File: config.mk
export PLATFORM = sky130hd
export DESIGN_NAME = playfair_6x6_encryptor_flat
export DESIGN_NICKNAME = d
export VERILOG_FILES = /design/src/pf6_pkg.sv /design/src/pf6_in_if.sv /design/src/pf6_out_if.sv /design/src/pf6_square_store.sv /design/src/playfair_6x6_encryptor.sv /design/src/flat_wrapper.sv
export SDC_FILE = /design/constraint.sdc
export NUM_CORES = 1
export LEC_CHECK = 0
export BUFFER_PORTS_ARGS = -buffer_cell sky130_fd_sc_hd__buf_2
export CAP_MARGIN = 10
export CORE_ASPECT_RATIO = 0.7
export CORE_MARGIN = 1
export CORE_UTILIZATION = 39
export DETAILED_ROUTE_END_ITERATION = 10
export GPL_TIMING_DRIVEN = 0
export HOLD_SLACK_MARGIN = 0.02
export SETUP_SLACK_MARGIN = 0.05
export SYNTH_ARGS = -nofsm -noshare
export SYNTH_HDL_FRONTEND = slang
export SYNTH_SLANG_ARGS = --single-unit
File: constraint.sdc
create_clock -name i_clk -period 4.9 [get_ports i_clk]
set_clock_uncertainty 0.2 [all_clocks]
set_input_delay 0.245 -clock i_clk [delete_from_list [all_inputs] [get_ports i_clk]]
set_output_delay 0.245 -clock i_clk [all_outputs]
set_load 0.1 [all_outputs]
File: src/pf6_pkg.sv
// Shared types, constants and coordinate helpers for the 6x6 Playfair encryptor.
// No dependencies; every other file in src takes what it needs from here.
package pf6_pkg;

    // Square geometry
    localparam int SIDE    = 6;
    localparam int CELLS   = SIDE * SIDE;
    localparam int SYM_W   = 6;
    localparam int COORD_W = 3;
    localparam int OP_W    = 2;

    typedef logic [SYM_W-1:0]   t_sym;
    typedef logic [COORD_W-1:0] t_coord;
    typedef logic [OP_W-1:0]    t_op;

    // Item opcodes
    localparam t_op OP_KEY  = 2'd0;
    localparam t_op OP_TEXT = 2'd1;
    localparam t_op OP_END  = 2'd2;

    // Filler symbol: letter X
    localparam t_sym PAD_SYMBOL = t_sym'(23);

    // Write request into the square store: cell slot and the symbol it holds
    typedef struct packed {
        logic en;
        t_sym slot;
        t_sym sym;
    } t_sq_wr;

    // Row of a cell index, by comparison against each row start
    function automatic t_coord row_of(input t_sym p);
        t_coord r;
        r = '0;
        for (int i = 1; i < SIDE; i++) begin
            if (p >= t_sym'(i * SIDE)) begin
                r = t_coord'(i);
            end
        end
        return r;
    endfunction

    // Column of a cell index
    function automatic t_coord col_of(input t_sym p);
        t_sym base;
        base = t_sym'(row_of(p)) * t_sym'(SIDE);
        return t_coord'(p - base);
    endfunction

    // Step one row or column with wraparound
    function automatic t_coord next_coord(input t_coord x);
        return (x == t_coord'(SIDE - 1)) ? '0 : x + t_coord'(1);
    endfunction

    // Cell index from row and column
    function automatic t_sym cell_of(input t_coord r, input t_coord c);
        return t_sym'(r) * t_sym'(SIDE) + t_sym'(c);
    endfunction

endpackage

File: src/pf6_in_if.sv
// Input channel of the Playfair encryptor: valid/ready with op and symbol.
// Depends on pf6_pkg.
interface pf6_in_if;
    logic            valid;
    logic            ready;
    pf6_pkg::t_op    op;
    pf6_pkg::t_sym   symbol;

    modport source (output valid, op, symbol, input ready);
    modport sink   (input valid, op, symbol, output ready);
endinterface

File: src/pf6_out_if.sv
// Output channel of the Playfair encryptor: valid/ready with cipher symbol and last.
// Depends on pf6_pkg.
interface pf6_out_if;
    logic            valid;
    logic            ready;
    pf6_pkg::t_sym   cipher_symbol;
    logic            last;

    modport source (output valid, cipher_symbol, last, input ready);
    modport sink   (input valid, cipher_symbol, last, output ready);
endinterface

File: src/pf6_square_store.sv
// Square storage: cell-to-symbol and symbol-to-cell memories, one write port
// shared by both, one registered read port each. Depends on pf6_pkg.
module pf6_square_store (
    input  logic             i_clk,
    input  pf6_pkg::t_sq_wr  i_wr,
    input  pf6_pkg::t_sym    i_pos_addr,
    output pf6_pkg::t_sym    o_pos_q,
    input  pf6_pkg::t_sym    i_cell_addr,
    output pf6_pkg::t_sym    o_cell_q
);

    pf6_pkg::t_sym r_cell_mem [pf6_pkg::CELLS];
    pf6_pkg::t_sym r_pos_mem  [pf6_pkg::CELLS];
    pf6_pkg::t_sym r_pos_q;
    pf6_pkg::t_sym r_cell_q;

    // Place a symbol: record it in its cell and the cell under the symbol
    always_ff @(posedge i_clk) begin
        if (i_wr.en) begin
            r_cell_mem[i_wr.slot] <= i_wr.sym;
            r_pos_mem[i_wr.sym]   <= i_wr.slot;
        end
    end

    // Registered reads
    always_ff @(posedge i_clk) begin
        r_pos_q  <= r_pos_mem[i_pos_addr];
        r_cell_q <= r_cell_mem[i_cell_addr];
    end

    assign o_pos_q  = r_pos_q;
    assign o_cell_q = r_cell_q;

endmodule

File: src/playfair_6x6_encryptor.sv
// Playfair encryptor over a 6x6 square of A-Z and 0-9 (codes 0-35).
// Depends on pf6_pkg, pf6_in_if, pf6_out_if and pf6_square_store.
//
// Usage: items arrive on i_in (op, symbol) and cipher symbols leave on o_out
// (cipher_symbol, last). Op 0 places a key symbol, op 1 enciphers a plaintext
// symbol, op 2 ends the message. Items with a symbol above 35 (except end)
// and op 3 are dropped without results.
// The first plaintext item after the key sweeps the unused symbols into the
// square, one per cycle. A plaintext item that closes a pair yields two
// transfers, the second with last set; the sequencer reads the position
// memory and then the cell memory once per symbol through single read ports.
// An item that only opens a pair is held pending and yields no transfer.
// An end item flushes a lone symbol padded with X (two transfers), then
// clears the square for a new key.
// i_in.ready is high only while the sequencer is idle. A result sits in an
// output register, so the next item is taken while it waits; a stalled
// receiver holds the sequencer only when the next result is ready.
// Reset (synchronous, active low) empties the square and drops any result.
module playfair_6x6_encryptor (
    input  logic i_clk,
    input  logic i_rst_n,
    pf6_in_if.sink    i_in,
    pf6_out_if.source o_out
);

    // Sequencer states
    localparam logic [3:0] S_IDLE   = 4'd0;
    localparam logic [3:0] S_DECODE = 4'd1;
    localparam logic [3:0] S_FILL   = 4'd2;
    localparam logic [3:0] S_TEXT   = 4'd3;
    localparam logic [3:0] S_POSA   = 4'd4;
    localparam logic [3:0] S_POSB   = 4'd5;
    localparam logic [3:0] S_RULE   = 4'd6;
    localparam logic [3:0] S_CELLA  = 4'd7;
    localparam logic [3:0] S_OUTA   = 4'd8;
    localparam logic [3:0] S_CELLB  = 4'd9;
    localparam logic [3:0] S_OUTB   = 4'd10;
    localparam logic [3:0] S_CLEAR  = 4'd11;

    localparam pf6_pkg::t_sym LAST_CELL = pf6_pkg::t_sym'(pf6_pkg::CELLS - 1);
    localparam pf6_pkg::t_sym NUM_CELLS = pf6_pkg::t_sym'(pf6_pkg::CELLS);

    // Control state
    logic [3:0]               r_state, n_state;
    logic [pf6_pkg::CELLS-1:0] r_used, n_used;
    pf6_pkg::t_sym            r_fill, n_fill;
    logic                     r_complete, n_complete;
    logic                     r_pend_v, n_pend_v;
    pf6_pkg::t_sym            r_scan, n_scan;
    logic                     r_out_valid, n_out_valid;

    // Payload state
    pf6_pkg::t_op             r_op, n_op;
    pf6_pkg::t_sym            r_sym, n_sym;
    pf6_pkg::t_sym            r_pend_sym, n_pend_sym;
    pf6_pkg::t_sym            r_a, n_a;
    pf6_pkg::t_sym            r_b, n_b;
    pf6_pkg::t_coord          r_ra, n_ra;
    pf6_pkg::t_coord          r_ca, n_ca;
    pf6_pkg::t_sym            r_oa, n_oa;
    pf6_pkg::t_sym            r_ob, n_ob;
    pf6_pkg::t_sym            r_out_sym, n_out_sym;
    logic                     r_out_last, n_out_last;

    // Datapath nets
    pf6_pkg::t_sq_wr          w_wr;
    logic                     w_place_en;
    pf6_pkg::t_sym            w_place_sym;
    pf6_pkg::t_sym            w_pos_addr;
    pf6_pkg::t_sym            w_pos_q;
    pf6_pkg::t_sym            w_cell_addr;
    pf6_pkg::t_sym            w_cell_q;
    pf6_pkg::t_coord          w_row;
    pf6_pkg::t_coord          w_col;
    logic                     w_in_xfer;
    logic                     w_out_free;

    assign w_in_xfer  = i_in.valid && i_in.ready;
    assign w_out_free = !r_out_valid || o_out.ready;

    // Square memories
    assign w_wr = '{en: w_place_en, slot: r_fill, sym: w_place_sym};
    assign w_pos_addr  = (r_state == S_POSA) ? r_a : r_b;
    assign w_cell_addr = (r_state == S_CELLA || r_state == S_OUTA) ? r_oa : r_ob;

    pf6_square_store u_store (
        .i_clk       (i_clk),
        .i_wr        (w_wr),
        .i_pos_addr  (w_pos_addr),
        .o_pos_q     (w_pos_q),
        .i_cell_addr (w_cell_addr),
        .o_cell_q    (w_cell_q)
    );

    // Shared coordinate unit on the position read data
    assign w_row = pf6_pkg::row_of(w_pos_q);
    assign w_col = pf6_pkg::col_of(w_pos_q);

    // Place a key symbol or sweep the next unused symbol into the square
    always_comb begin
        w_place_en  = 1'b0;
        w_place_sym = r_sym;
        if (r_state == S_DECODE) begin
            w_place_en = (r_op == pf6_pkg::OP_KEY) && (r_sym < NUM_CELLS) &&
                         !r_complete && !r_used[r_sym];
        end else if (r_state == S_FILL) begin
            w_place_sym = r_scan;
            w_place_en  = !r_used[r_scan];
        end
    end

    // Sequencer
    always_comb begin
        n_state     = r_state;
        n_used      = r_used;
        n_fill      = r_fill;
        n_complete  = r_complete;
        n_pend_v    = r_pend_v;
        n_scan      = r_scan;
        n_out_valid = r_out_valid && !o_out.ready;
        n_op        = r_op;
        n_sym       = r_sym;
        n_pend_sym  = r_pend_sym;
        n_a         = r_a;
        n_b         = r_b;
        n_ra        = r_ra;
        n_ca        = r_ca;
        n_oa        = r_oa;
        n_ob        = r_ob;
        n_out_sym   = r_out_sym;
        n_out_last  = r_out_last;

        if (w_place_en) begin
            n_used[w_place_sym] = 1'b1;
            n_fill              = r_fill + pf6_pkg::t_sym'(1);
            if (r_fill == LAST_CELL) begin
                n_complete = 1'b1;
            end
        end

        unique case (r_state)
            S_IDLE: begin
                if (w_in_xfer) begin
                    n_op    = i_in.op;
                    n_sym   = i_in.symbol;
                    n_state = S_DECODE;
                end
            end
            S_DECODE: begin
                n_scan = '0;
                if (r_op == pf6_pkg::OP_END) begin
                    n_a = r_pend_sym;
                    n_b = pf6_pkg::PAD_SYMBOL;
                    if (!r_pend_v) begin
                        n_state = S_CLEAR;
                    end else if (!r_complete) begin
                        n_state = S_FILL;
                    end else begin
                        n_state = S_POSA;
                    end
                end else if (r_op == pf6_pkg::OP_TEXT && r_sym < NUM_CELLS) begin
                    n_state = r_complete ? S_TEXT : S_FILL;
                end else begin
                    n_state = S_IDLE;
                end
            end
            S_FILL: begin
                n_scan = r_scan + pf6_pkg::t_sym'(1);
                if (r_scan == LAST_CELL) begin
                    n_complete = 1'b1;
                    n_state    = (r_op == pf6_pkg::OP_END) ? S_POSA : S_TEXT;
                end
            end
            S_TEXT: begin
                if (!r_pend_v) begin
                    n_pend_sym = r_sym;
                    n_pend_v   = 1'b1;
                    n_state    = S_IDLE;
                end else begin
                    n_a = r_pend_sym;
                    if (r_pend_sym == r_sym) begin
                        // Equal pair: pad with X, the symbol stays pending
                        n_b = pf6_pkg::PAD_SYMBOL;
                    end else begin
                        n_b      = r_sym;
                        n_pend_v = 1'b0;
                    end
                    n_state = S_POSA;
                end
            end
            S_POSA: begin
                n_state = S_POSB;
            end
            S_POSB: begin
                n_ra    = w_row;
                n_ca    = w_col;
                n_state = S_RULE;
            end
            S_RULE: begin
                // Same row, same column, or rectangle
                if (r_ra == w_row) begin
                    n_oa = pf6_pkg::cell_of(r_ra, pf6_pkg::next_coord(r_ca));
                    n_ob = pf6_pkg::cell_of(w_row, pf6_pkg::next_coord(w_col));
                end else if (r_ca == w_col) begin
                    n_oa = pf6_pkg::cell_of(pf6_pkg::next_coord(r_ra), r_ca);
                    n_ob = pf6_pkg::cell_of(pf6_pkg::next_coord(w_row), w_col);
                end else begin
                    n_oa = pf6_pkg::cell_of(r_ra, w_col);
                    n_ob = pf6_pkg::cell_of(w_row, r_ca);
                end
                n_state = S_CELLA;
            end
            S_CELLA: begin
                n_state = S_OUTA;
            end
            S_OUTA: begin
                if (w_out_free) begin
                    n_out_valid = 1'b1;
                    n_out_sym   = w_cell_q;
                    n_out_last  = 1'b0;
                    n_state     = S_CELLB;
                end
            end
            S_CELLB: begin
                n_state = S_OUTB;
            end
            S_OUTB: begin
                if (w_out_free) begin
                    n_out_valid = 1'b1;
                    n_out_sym   = w_cell_q;
                    n_out_last  = 1'b1;
                    n_state     = (r_op == pf6_pkg::OP_END) ? S_CLEAR : S_IDLE;
                end
            end
            S_CLEAR: begin
                n_used     = '0;
                n_fill     = '0;
                n_complete = 1'b0;
                n_pend_v   = 1'b0;
                n_pend_sym = '0;
                n_state    = S_IDLE;
            end
            default: begin
                n_state = S_IDLE;
            end
        endcase
    end

    // Control registers
    always_ff @(posedge i_clk) begin
        if (!i_rst_n) begin
            r_state     <= S_IDLE;
            r_used      <= '0;
            r_fill      <= '0;
            r_complete  <= 1'b0;
            r_pend_v    <= 1'b0;
            r_scan      <= '0;
            r_out_valid <= 1'b0;
            r_pend_sym  <= '0;
        end else begin
            r_state     <= n_state;
            r_used      <= n_used;
            r_fill      <= n_fill;
            r_complete  <= n_complete;
            r_pend_v    <= n_pend_v;
            r_scan      <= n_scan;
            r_out_valid <= n_out_valid;
            r_pend_sym  <= n_pend_sym;
        end
    end

    // Payload registers
    always_ff @(posedge i_clk) begin
        r_op       <= n_op;
        r_sym      <= n_sym;
        r_a        <= n_a;
        r_b        <= n_b;
        r_ra       <= n_ra;
        r_ca       <= n_ca;
        r_oa       <= n_oa;
        r_ob       <= n_ob;
        r_out_sym  <= n_out_sym;
        r_out_last <= n_out_last;
    end

    // Ports
    assign i_in.ready          = (r_state == S_IDLE);
    assign o_out.valid         = r_out_valid;
    assign o_out.cipher_symbol = r_out_sym;
    assign o_out.last          = r_out_last;

    // Placed count tracks the used flags
    a_fill_matches_used: assert property (@(posedge i_clk) disable iff (!i_rst_n)
        $countones(r_used) == int'(r_fill))
        else $error("fill count out of step with used flags");

    // A complete square holds every cell
    a_complete_full: assert property (@(posedge i_clk) disable iff (!i_rst_n)
        r_complete |-> (r_fill == NUM_CELLS))
        else $error("square marked complete while not full");

    // Lookups start only on a complete square
    a_lookup_complete: assert property (@(posedge i_clk) disable iff (!i_rst_n)
        (r_state == S_POSA) |-> r_complete)
        else $error("pair lookup on an incomplete square");

    // A new result is loaded only when the output register is free
    a_no_overwrite: assert property (@(posedge i_clk) disable iff (!i_rst_n)
        (r_out_valid && !o_out.ready) |=> (r_out_valid && $stable(r_out_sym)))
        else $error("pending result overwritten");

endmodule
File: src/flat_wrapper.sv
// flat-port wrapper written by rule: the top's interface ports become plain ports
module playfair_6x6_encryptor_flat 
  (i_clk, i_rst_n, i_in_valid, i_in_op, i_in_symbol, i_in_ready, o_out_valid, o_out_cipher_symbol, o_out_last, o_out_ready);
  pf6_in_if i_in_i ();
  pf6_out_if o_out_i ();
  input  logic i_clk;
  input  logic i_rst_n;
  input wire logic [$bits(i_in_i.valid)-1:0] i_in_valid;
  input wire logic [$bits(i_in_i.op)-1:0] i_in_op;
  input wire logic [$bits(i_in_i.symbol)-1:0] i_in_symbol;
  output wire logic [$bits(i_in_i.ready)-1:0] i_in_ready;
  output wire logic [$bits(o_out_i.valid)-1:0] o_out_valid;
  output wire logic [$bits(o_out_i.cipher_symbol)-1:0] o_out_cipher_symbol;
  output wire logic [$bits(o_out_i.last)-1:0] o_out_last;
  input wire logic [$bits(o_out_i.ready)-1:0] o_out_ready;
  assign i_in_i.valid = i_in_valid;
  assign i_in_i.op = i_in_op;
  assign i_in_i.symbol = i_in_symbol;
  assign i_in_ready = i_in_i.ready;
  assign o_out_valid = o_out_i.valid;
  assign o_out_cipher_symbol = o_out_i.cipher_symbol;
  assign o_out_last = o_out_i.last;
  assign o_out_i.ready = o_out_ready;
  playfair_6x6_encryptor u_core (.i_clk(i_clk), .i_rst_n(i_rst_n), .i_in(i_in_i), .o_out(o_out_i));
endmodule
Yosys cells after proc, flatten, opt, wreduce, memory -nomap -nowiden --
Memories as Yosys holds them, arrays and structs flattened. A register that Yosys moved wholly into a read port is not among the register bits. Index checks and enable logic that the tools add are counted. Widths: inputs -> output; s select.
Operators by class: $add $sub $neg 13, $mul 4, $lt $le $gt $ge 10, equality and inequality tests 29, mux-type cells 62, bitwise gates (word level) 2, reduce and logical (&&, ||, !) cells 28
Operators with widths (number):
- $mux 6 | 14
- $pmux 6 s2 | 4
- $pmux 4 s11 | 1
- $add 6x3->6 | 6
- $or 36x36->36 | 1
- $mux 4 | 8
- $mux 3 | 9
- $lt 6x7->1 const B | 3
- $mul 3x2->5 const B | 4
- $ge 6x5->1 const B | 3
- $mux 1 | 18
- $eq 4x3->1 const B | 4
- $eq 4x4->1 const B | 4
- $add 3x1->3 const B | 4
- $add 6x1->6 const B | 2
- $bmux 1 s6 | 2
- $eq 3x3->1 const B | 4
- $eq 6x6->1 const B | 2
- $eq 4x2->1 const B | 2
- $ne 2x2->1 const B | 4
- $reduce_bool 2->1 | 4
- $logic_and 1x1->1 | 7
- $demux 1 s6 | 1
- $eq 3x3->1 | 2
- other kinds (21) | 35
Storage, ports and cells: flip-flop bits (word level) 106, memory bits (writable) 432, bits of input ports 12, output and inout bits 9, word-level logic and storage cells 168, memories 2
Memories:
- u_core.u_store.r_cell_mem | depth 36, width 6, rd ports 1, clocked after Yosys merged registers in 1, wr ports 1, RTL line pf6_square_store.sv:12 | pf6_pkg::t_sym r_cell_mem [pf6_pkg::CELLS];
- u_core.u_store.r_pos_mem | depth 36, width 6, rd ports 1, clocked after Yosys merged registers in 1, wr ports 1, RTL line pf6_square_store.sv:13 | pf6_pkg::t_sym r_pos_mem [pf6_pkg::CELLS];

Logic depth before layout (Yosys ltp) --
depth after elaboration 12, depth in mapped cells 15, mapped depth without buffers 15

Hierarchy --
From an unflattened synthesis, not the netlist that was laid out.
Second synthesis, totals: cell total of the unflattened synthesis 1609, area, all modules 24125.6 sq um
By module, submodules not included:
- pf6_square_store | times used 1, cells an instance 995, area each 17719.5 sq um, seq. area each 13212.7 sq um
- playfair_6x6_encryptor | times used 1, cells an instance 614, area each 6406.1 sq um, seq. area each 2572.5 sq um

Least setup slack after synthesis --
OpenSTA, ideal clock, no wires.
path kind reg-to-reg, start register u_core.r_state[3], end register u_core.r_state[0], library setup time 0.115 ns, data arrival time 4.723 ns, slack -0.139 ns, stages on the path, launching flop included 7, clock period less this slack 5.039 ns, cells stage by stage dfxtp_1 > buf_2 > buf_1 > nor4_1 > a221oi_1 > and3_1 > and3_1
Between the ends: cells in the longest elaborated chain, start to end 4
Ends and longest elaborated chain:
- start: declaration | RTL line playfair_6x6_encryptor.sv:44 | logic [3:0] r_state, n_state;
- start signal: assignment | RTL line playfair_6x6_encryptor.sv:261 | r_state <= n_state;
- $logic_not 4->1 (*) | RTL line playfair_6x6_encryptor.sv:287 | assign i_in.ready = (r_state == S_IDLE);
- net i_in_ready | RTL line flat_wrapper.sv:11 | output wire logic [$bits(i_in_i.ready)-1:0] i_in_ready;
- $logic_and 1x1->1 | RTL line playfair_6x6_encryptor.sv:78 | assign w_in_xfer = i_in.valid && i_in.ready;
- $ne 2x2->1 (no source line)
- $reduce_and 4->1 (no source line)
Mark *: on every way through the listed nets, which the timed path passes. The rest lies on a longest branch. A chain may end at the register's enable or synchronous reset.

Worst setup path in the final report --
start register u_core.r_sym[1], end memory u_core.u_store.r_pos_mem[35][5] (netlist bit), enable pin
Between the ends: cells in the longest elaborated chain, start to end 7
Ends and longest elaborated chain:
- start: declaration | RTL line playfair_6x6_encryptor.sv:54 | pf6_pkg::t_sym r_sym, n_sym;
- start signal: assignment | RTL line playfair_6x6_encryptor.sv:275 | r_sym <= n_sym;
- $bmux 1 s6 or $lt 6x6->1 (tied branches) | RTL line playfair_6x6_encryptor.sv:105, playfair_6x6_encryptor.sv:104
- $mux 1 (not written as such) or $logic_and 1x1->1 (tied branches) | RTL line playfair_6x6_encryptor.sv:105, playfair_6x6_encryptor.sv:104
- $logic_not 1->1 or $logic_and 1x1->1 (tied branches) | RTL line playfair_6x6_encryptor.sv:105, playfair_6x6_encryptor.sv:104
- $logic_and 1x1->1 | RTL line playfair_6x6_encryptor.sv:105 | !r_complete && !r_used[r_sym];
- $mux 1 | RTL line playfair_6x6_encryptor.sv:103 | if (r_state == S_DECODE) begin
- $mux 1 | RTL line pf6_square_store.sv:19 | if (i_wr.en) begin
- $mux 1 (not written as such) | RTL line pf6_square_store.sv:21 | r_pos_mem[i_wr.sym] <= i_wr.slot;
- end: declaration | RTL line pf6_square_store.sv:13
Parallel ways exist; a longest one is shown, timed or not. The select of a mux whose other input is x is not followed.

==> results.yml <==
grt:
  gr-usage-all-layers: 0.189
  grt_max_degree: 43
  globalRouteMet1Util: 0.298
  grt_pass1_wl_um: 88000
  gr-total-overflow: 0
  first_global_vias: 14100
  antenna_found_initial: 0
  grt-busiest-layer: "met1"
  grt.met3_usage: 0.0521
  grtUsageMet2: 0.256
timing:
  hold-worst-slack_ns: 0.166
  finalCriticalPeriod_ns: 4.63
  finalHoldViolCount: 0
  period_utilization: 0.945
  slew_violations: 0
  finalSetupViolCount: 0
  clock.fmax_mhz: 216
  tightest_slew_ns: 1.32
  setup_repair_after_global_routing_missed_its_margin: "false"
  timing.slew.headroom: 0.0934
pwr:
  power_per_cell_area_nw_per_um2: 447
  max-vdd-ir-drop_v: 0.000306
  leakage_nw: 8.90
clock_tree:
  total_cts_buffers: 52
  root_buffer: "clkbuf_16"
  cts_tree: "yes"
  cts_max_level: 2
  cts.sinks: 550
  cts-root-to-sink-buffers: 3
  path_clk_slew_ns: 0.06
  clock_latency_of_the_later_clocked_register_in_the_worst_skew_pair_ns: 0.63
logic_synthesis:
  syn_area_per_cell_um2: 14.5
  synthCells: 1641
  async_flop_share: 0
  synth-main-ff-cell: "edfxtp_1"
  synthesis.area_um2: 23700
  synth_fp_nets: 1690
  number_of_enable_type_register_cells_in_the_synthesized_netlist: 477
  post-synth-top-count-cell: "edfxtp_1"
  yosys-top-cells-count: "edfxtp_1 (477), nand2_1 (184), nor2_1 (148)"
  synth-seq-cells: 550
  synth_top_area_share: 0.604
  yosys.cell_types.count: 62
  synthesis.yosys.warnings: 0
  synth_sequential_area_ratio: 0.666
  post_synth_main_area_contributors: "edfxtp_1 (60%), mux4_2 (7.2%), dfxtp_1 (6.2%), mux2i_1 (4.8%), nand2_1 (2.9%)"
  synth_largest_area_cell: "edfxtp_1"
detailed_routing:
  detail_route.iter0.violations: 1612
  routed_wire_length_per_instance_um: 22.5
  routed-via-count: 14400
  detail_route.wirelength_um: 58200
  detailedRoute.firstPassIterationCount: 6
  route.detailed.drc: 0
  ant_nets: 0
  post_drt_via_cell_ratio: 5.58
worst_hold_path:
  min_path_cells: 2
  hold_class: "primary input to flip-flop"
  end_point_of_the_most_critical_hold_path: "u_core.r_op[0]$_DFFE_PP_"
  holdCritStartpoint: "i_in_op[0]"
worst_setup_path:
  critPathRequiredTime_ns: 4.91
  crit_path_max_fanout: 10
  worst-r2r-cell-count: 9
  regToRegEndpoint: "u_core.u_store.r_pos_mem[35][5]$_DFFE_PP_"
  regToRegStartpoint: "u_core.r_sym[1]$_DFFE_PP_"
  reg2reg_setup_slack_ns: 0.27
  setup.worst_path.end_class: "flip-flop"
  critPathLaunchType: "flip-flop"
  arrival_ns: 4.64
  timing_worst_setup_path_type: "flip-flop to flip-flop"
finish:
  num-nets-final: 1788
  multi_input_area_um2: 7550
  fillCellCount: 5283
  antenna_cells_inserted: 0
  seq_cell_area_um2: 15800
  area_delta_synth_final_pct: 13.3
  layout-drive-gt1-share: 0.136
  regs_by_ff_count: "u_core.u_store.r_cell_mem x216, u_core.u_store.r_pos_mem x216, u_core.r_used x36"
  final_core_util: 0.448
floorplan:
  die_w_um: 297
  dieHeight_um: 208
  design.portCount: 21
  floorplan.initialDensity: 0.395
  design.die.area_um2: 61800
  std_cell_rows: 75
  placeableCoreArea_um2: 60000
flow_run:
  max_cap_viol_count: 0
place:
  hpwlAfterDp_um: 40300
  place.port_buffers: 20
  routability_congestion: 0.891
outcome:
  result_of_the_run: "finished clean"
## cells in the final DEF, fill, tap and decap left out, types with 14 or more instances in the layout
master,instances
mux2i_1,113
xnor2_1,22
nand3_1,26
clkbuf_1,58
nand2b_1,14
buf_2,45
a22oi_1,25
o21ai_0,44
inv_1,24
nand2_1,184
nor2_1,148
dfxtp_1,70
and2_1,14
clkbuf_16,52
a211oi_1,24
edfxtp_1,477
ha_1,28
o22ai_1,16
mux4_2,76
a21oi_1,58
## power breakdown
group / internal (mW) / switching (mW) / total (mW) / leakage [nW]
logic: 0.796 / 1.71 / 2.51 / 3.20
clock network: 2.23 / 1.77 / 4.00 / 0.806
registers: 5.43 / 0.0812 / 5.51 / 4.90
## metal layers
| layer | vias to the layer above | routed length [um] |
|---|---|---|
| li1 | 6474 | - |
| met1 | 7240 | 28000 |
| met2 | 638 | 23400 |
| met3 | 81 | 5870 |
| met4 | 0 | 1020 |
| met5 | - | 0 |
## per-stage QoR
step / setup WS (ns) / cell area [um2] / cells / TNS (ns) / power (mW)
floorplan: 0.920 / 23700 / 1641 / 0 / 7.16
global placement: -0.780 / 24800 / 2469 / -63.34 / 7.94
detailed placement: -0.0914 / 25100 / 2479 / -0.245 / 8.05
CTS: 0.0950 / 26900 / 2584 / 0 / 12.0
global route: 0.0816 / 26900 / 2585 / 0 / 12.5
finish: 0.270 / 26900 / 2585 / 0 / 12.0
## worst max-delay path by stage
stage | to | slack, ns | cells after the start | from
6_report | u_core.u_store.r_pos_mem[35][5]$_DFFE_PP_ | 0.27 | 9 | u_core.r_sym[1]$_DFFE_PP_
5_1_grt | u_core.u_store.r_pos_mem[33][5]$_DFFE_PP_ | 0.08 | 9 | u_core.r_sym[1]$_DFFE_PP_
4_1_cts | u_core.r_oa[1]$_DFFE_PP_ | 0.09 | 12 | u_core.u_store.o_pos_q[3]$_DFF_P_
3_5_place_dp | u_core.r_oa[1]$_DFFE_PP_ | -0.09 | 12 | u_core.u_store.o_pos_q[3]$_DFF_P_
3_3_place_gp | u_core.u_store.r_pos_mem[15][1]$_DFFE_PP_ | -0.78 | 6 | u_core.r_state[3]$_SDFFE_PN0P_
2_1_floorplan | u_core.r_oa[1]$_DFFE_PP_ | 0.92 | 12 | u_core.u_store.o_pos_q[3]$_DFF_P_
## cells by family after synthesis
group,after synthesis,share of synthesized area
flops,550,0.666
simple gates,463,0.0872
compound gates,254,0.0701
mux,197,0.124
buf+inv,106,0.0184
fa+ha+maj,37,0.0224
xor+xnor,34,0.0126
## final cells by class
class / instances / share of cell area
Timing Repair Buffer: 43 / 0.0160
Clock buffer: 66 / 0.0504
Multi-Input combinational cell: 985 / 0.281
Tap cell: 808 / 0.0376
Timing Repair inverter: 1 / 0.000186
Buffer: 81 / 0.0128
Clock inverter: 26 / 0.0112
Inverter: 25 / 0.00363
Sequential cell: 550 / 0.587
## critical path, cell delays in order, from the launching register on
cell      delay [ns]
edfxtp_1        0.34
buf_2           0.26
buf_1           0.57
mux4_2          0.43
mux4_2          0.52
mux2_2          0.28
mux2i_1         0.16
a22oi_2         0.19
buf_2           0.33
nor3_1          0.97
## timing repair
item	CTS	global route
setup endpoints to repair	9	9
resized for setup	3	3
hold buffers	11	0
hold endpoints to repair	22	0
gates cloned	1	0
setup buffers	1	0
Note: power is estimated with default switching activity, not from simulation.
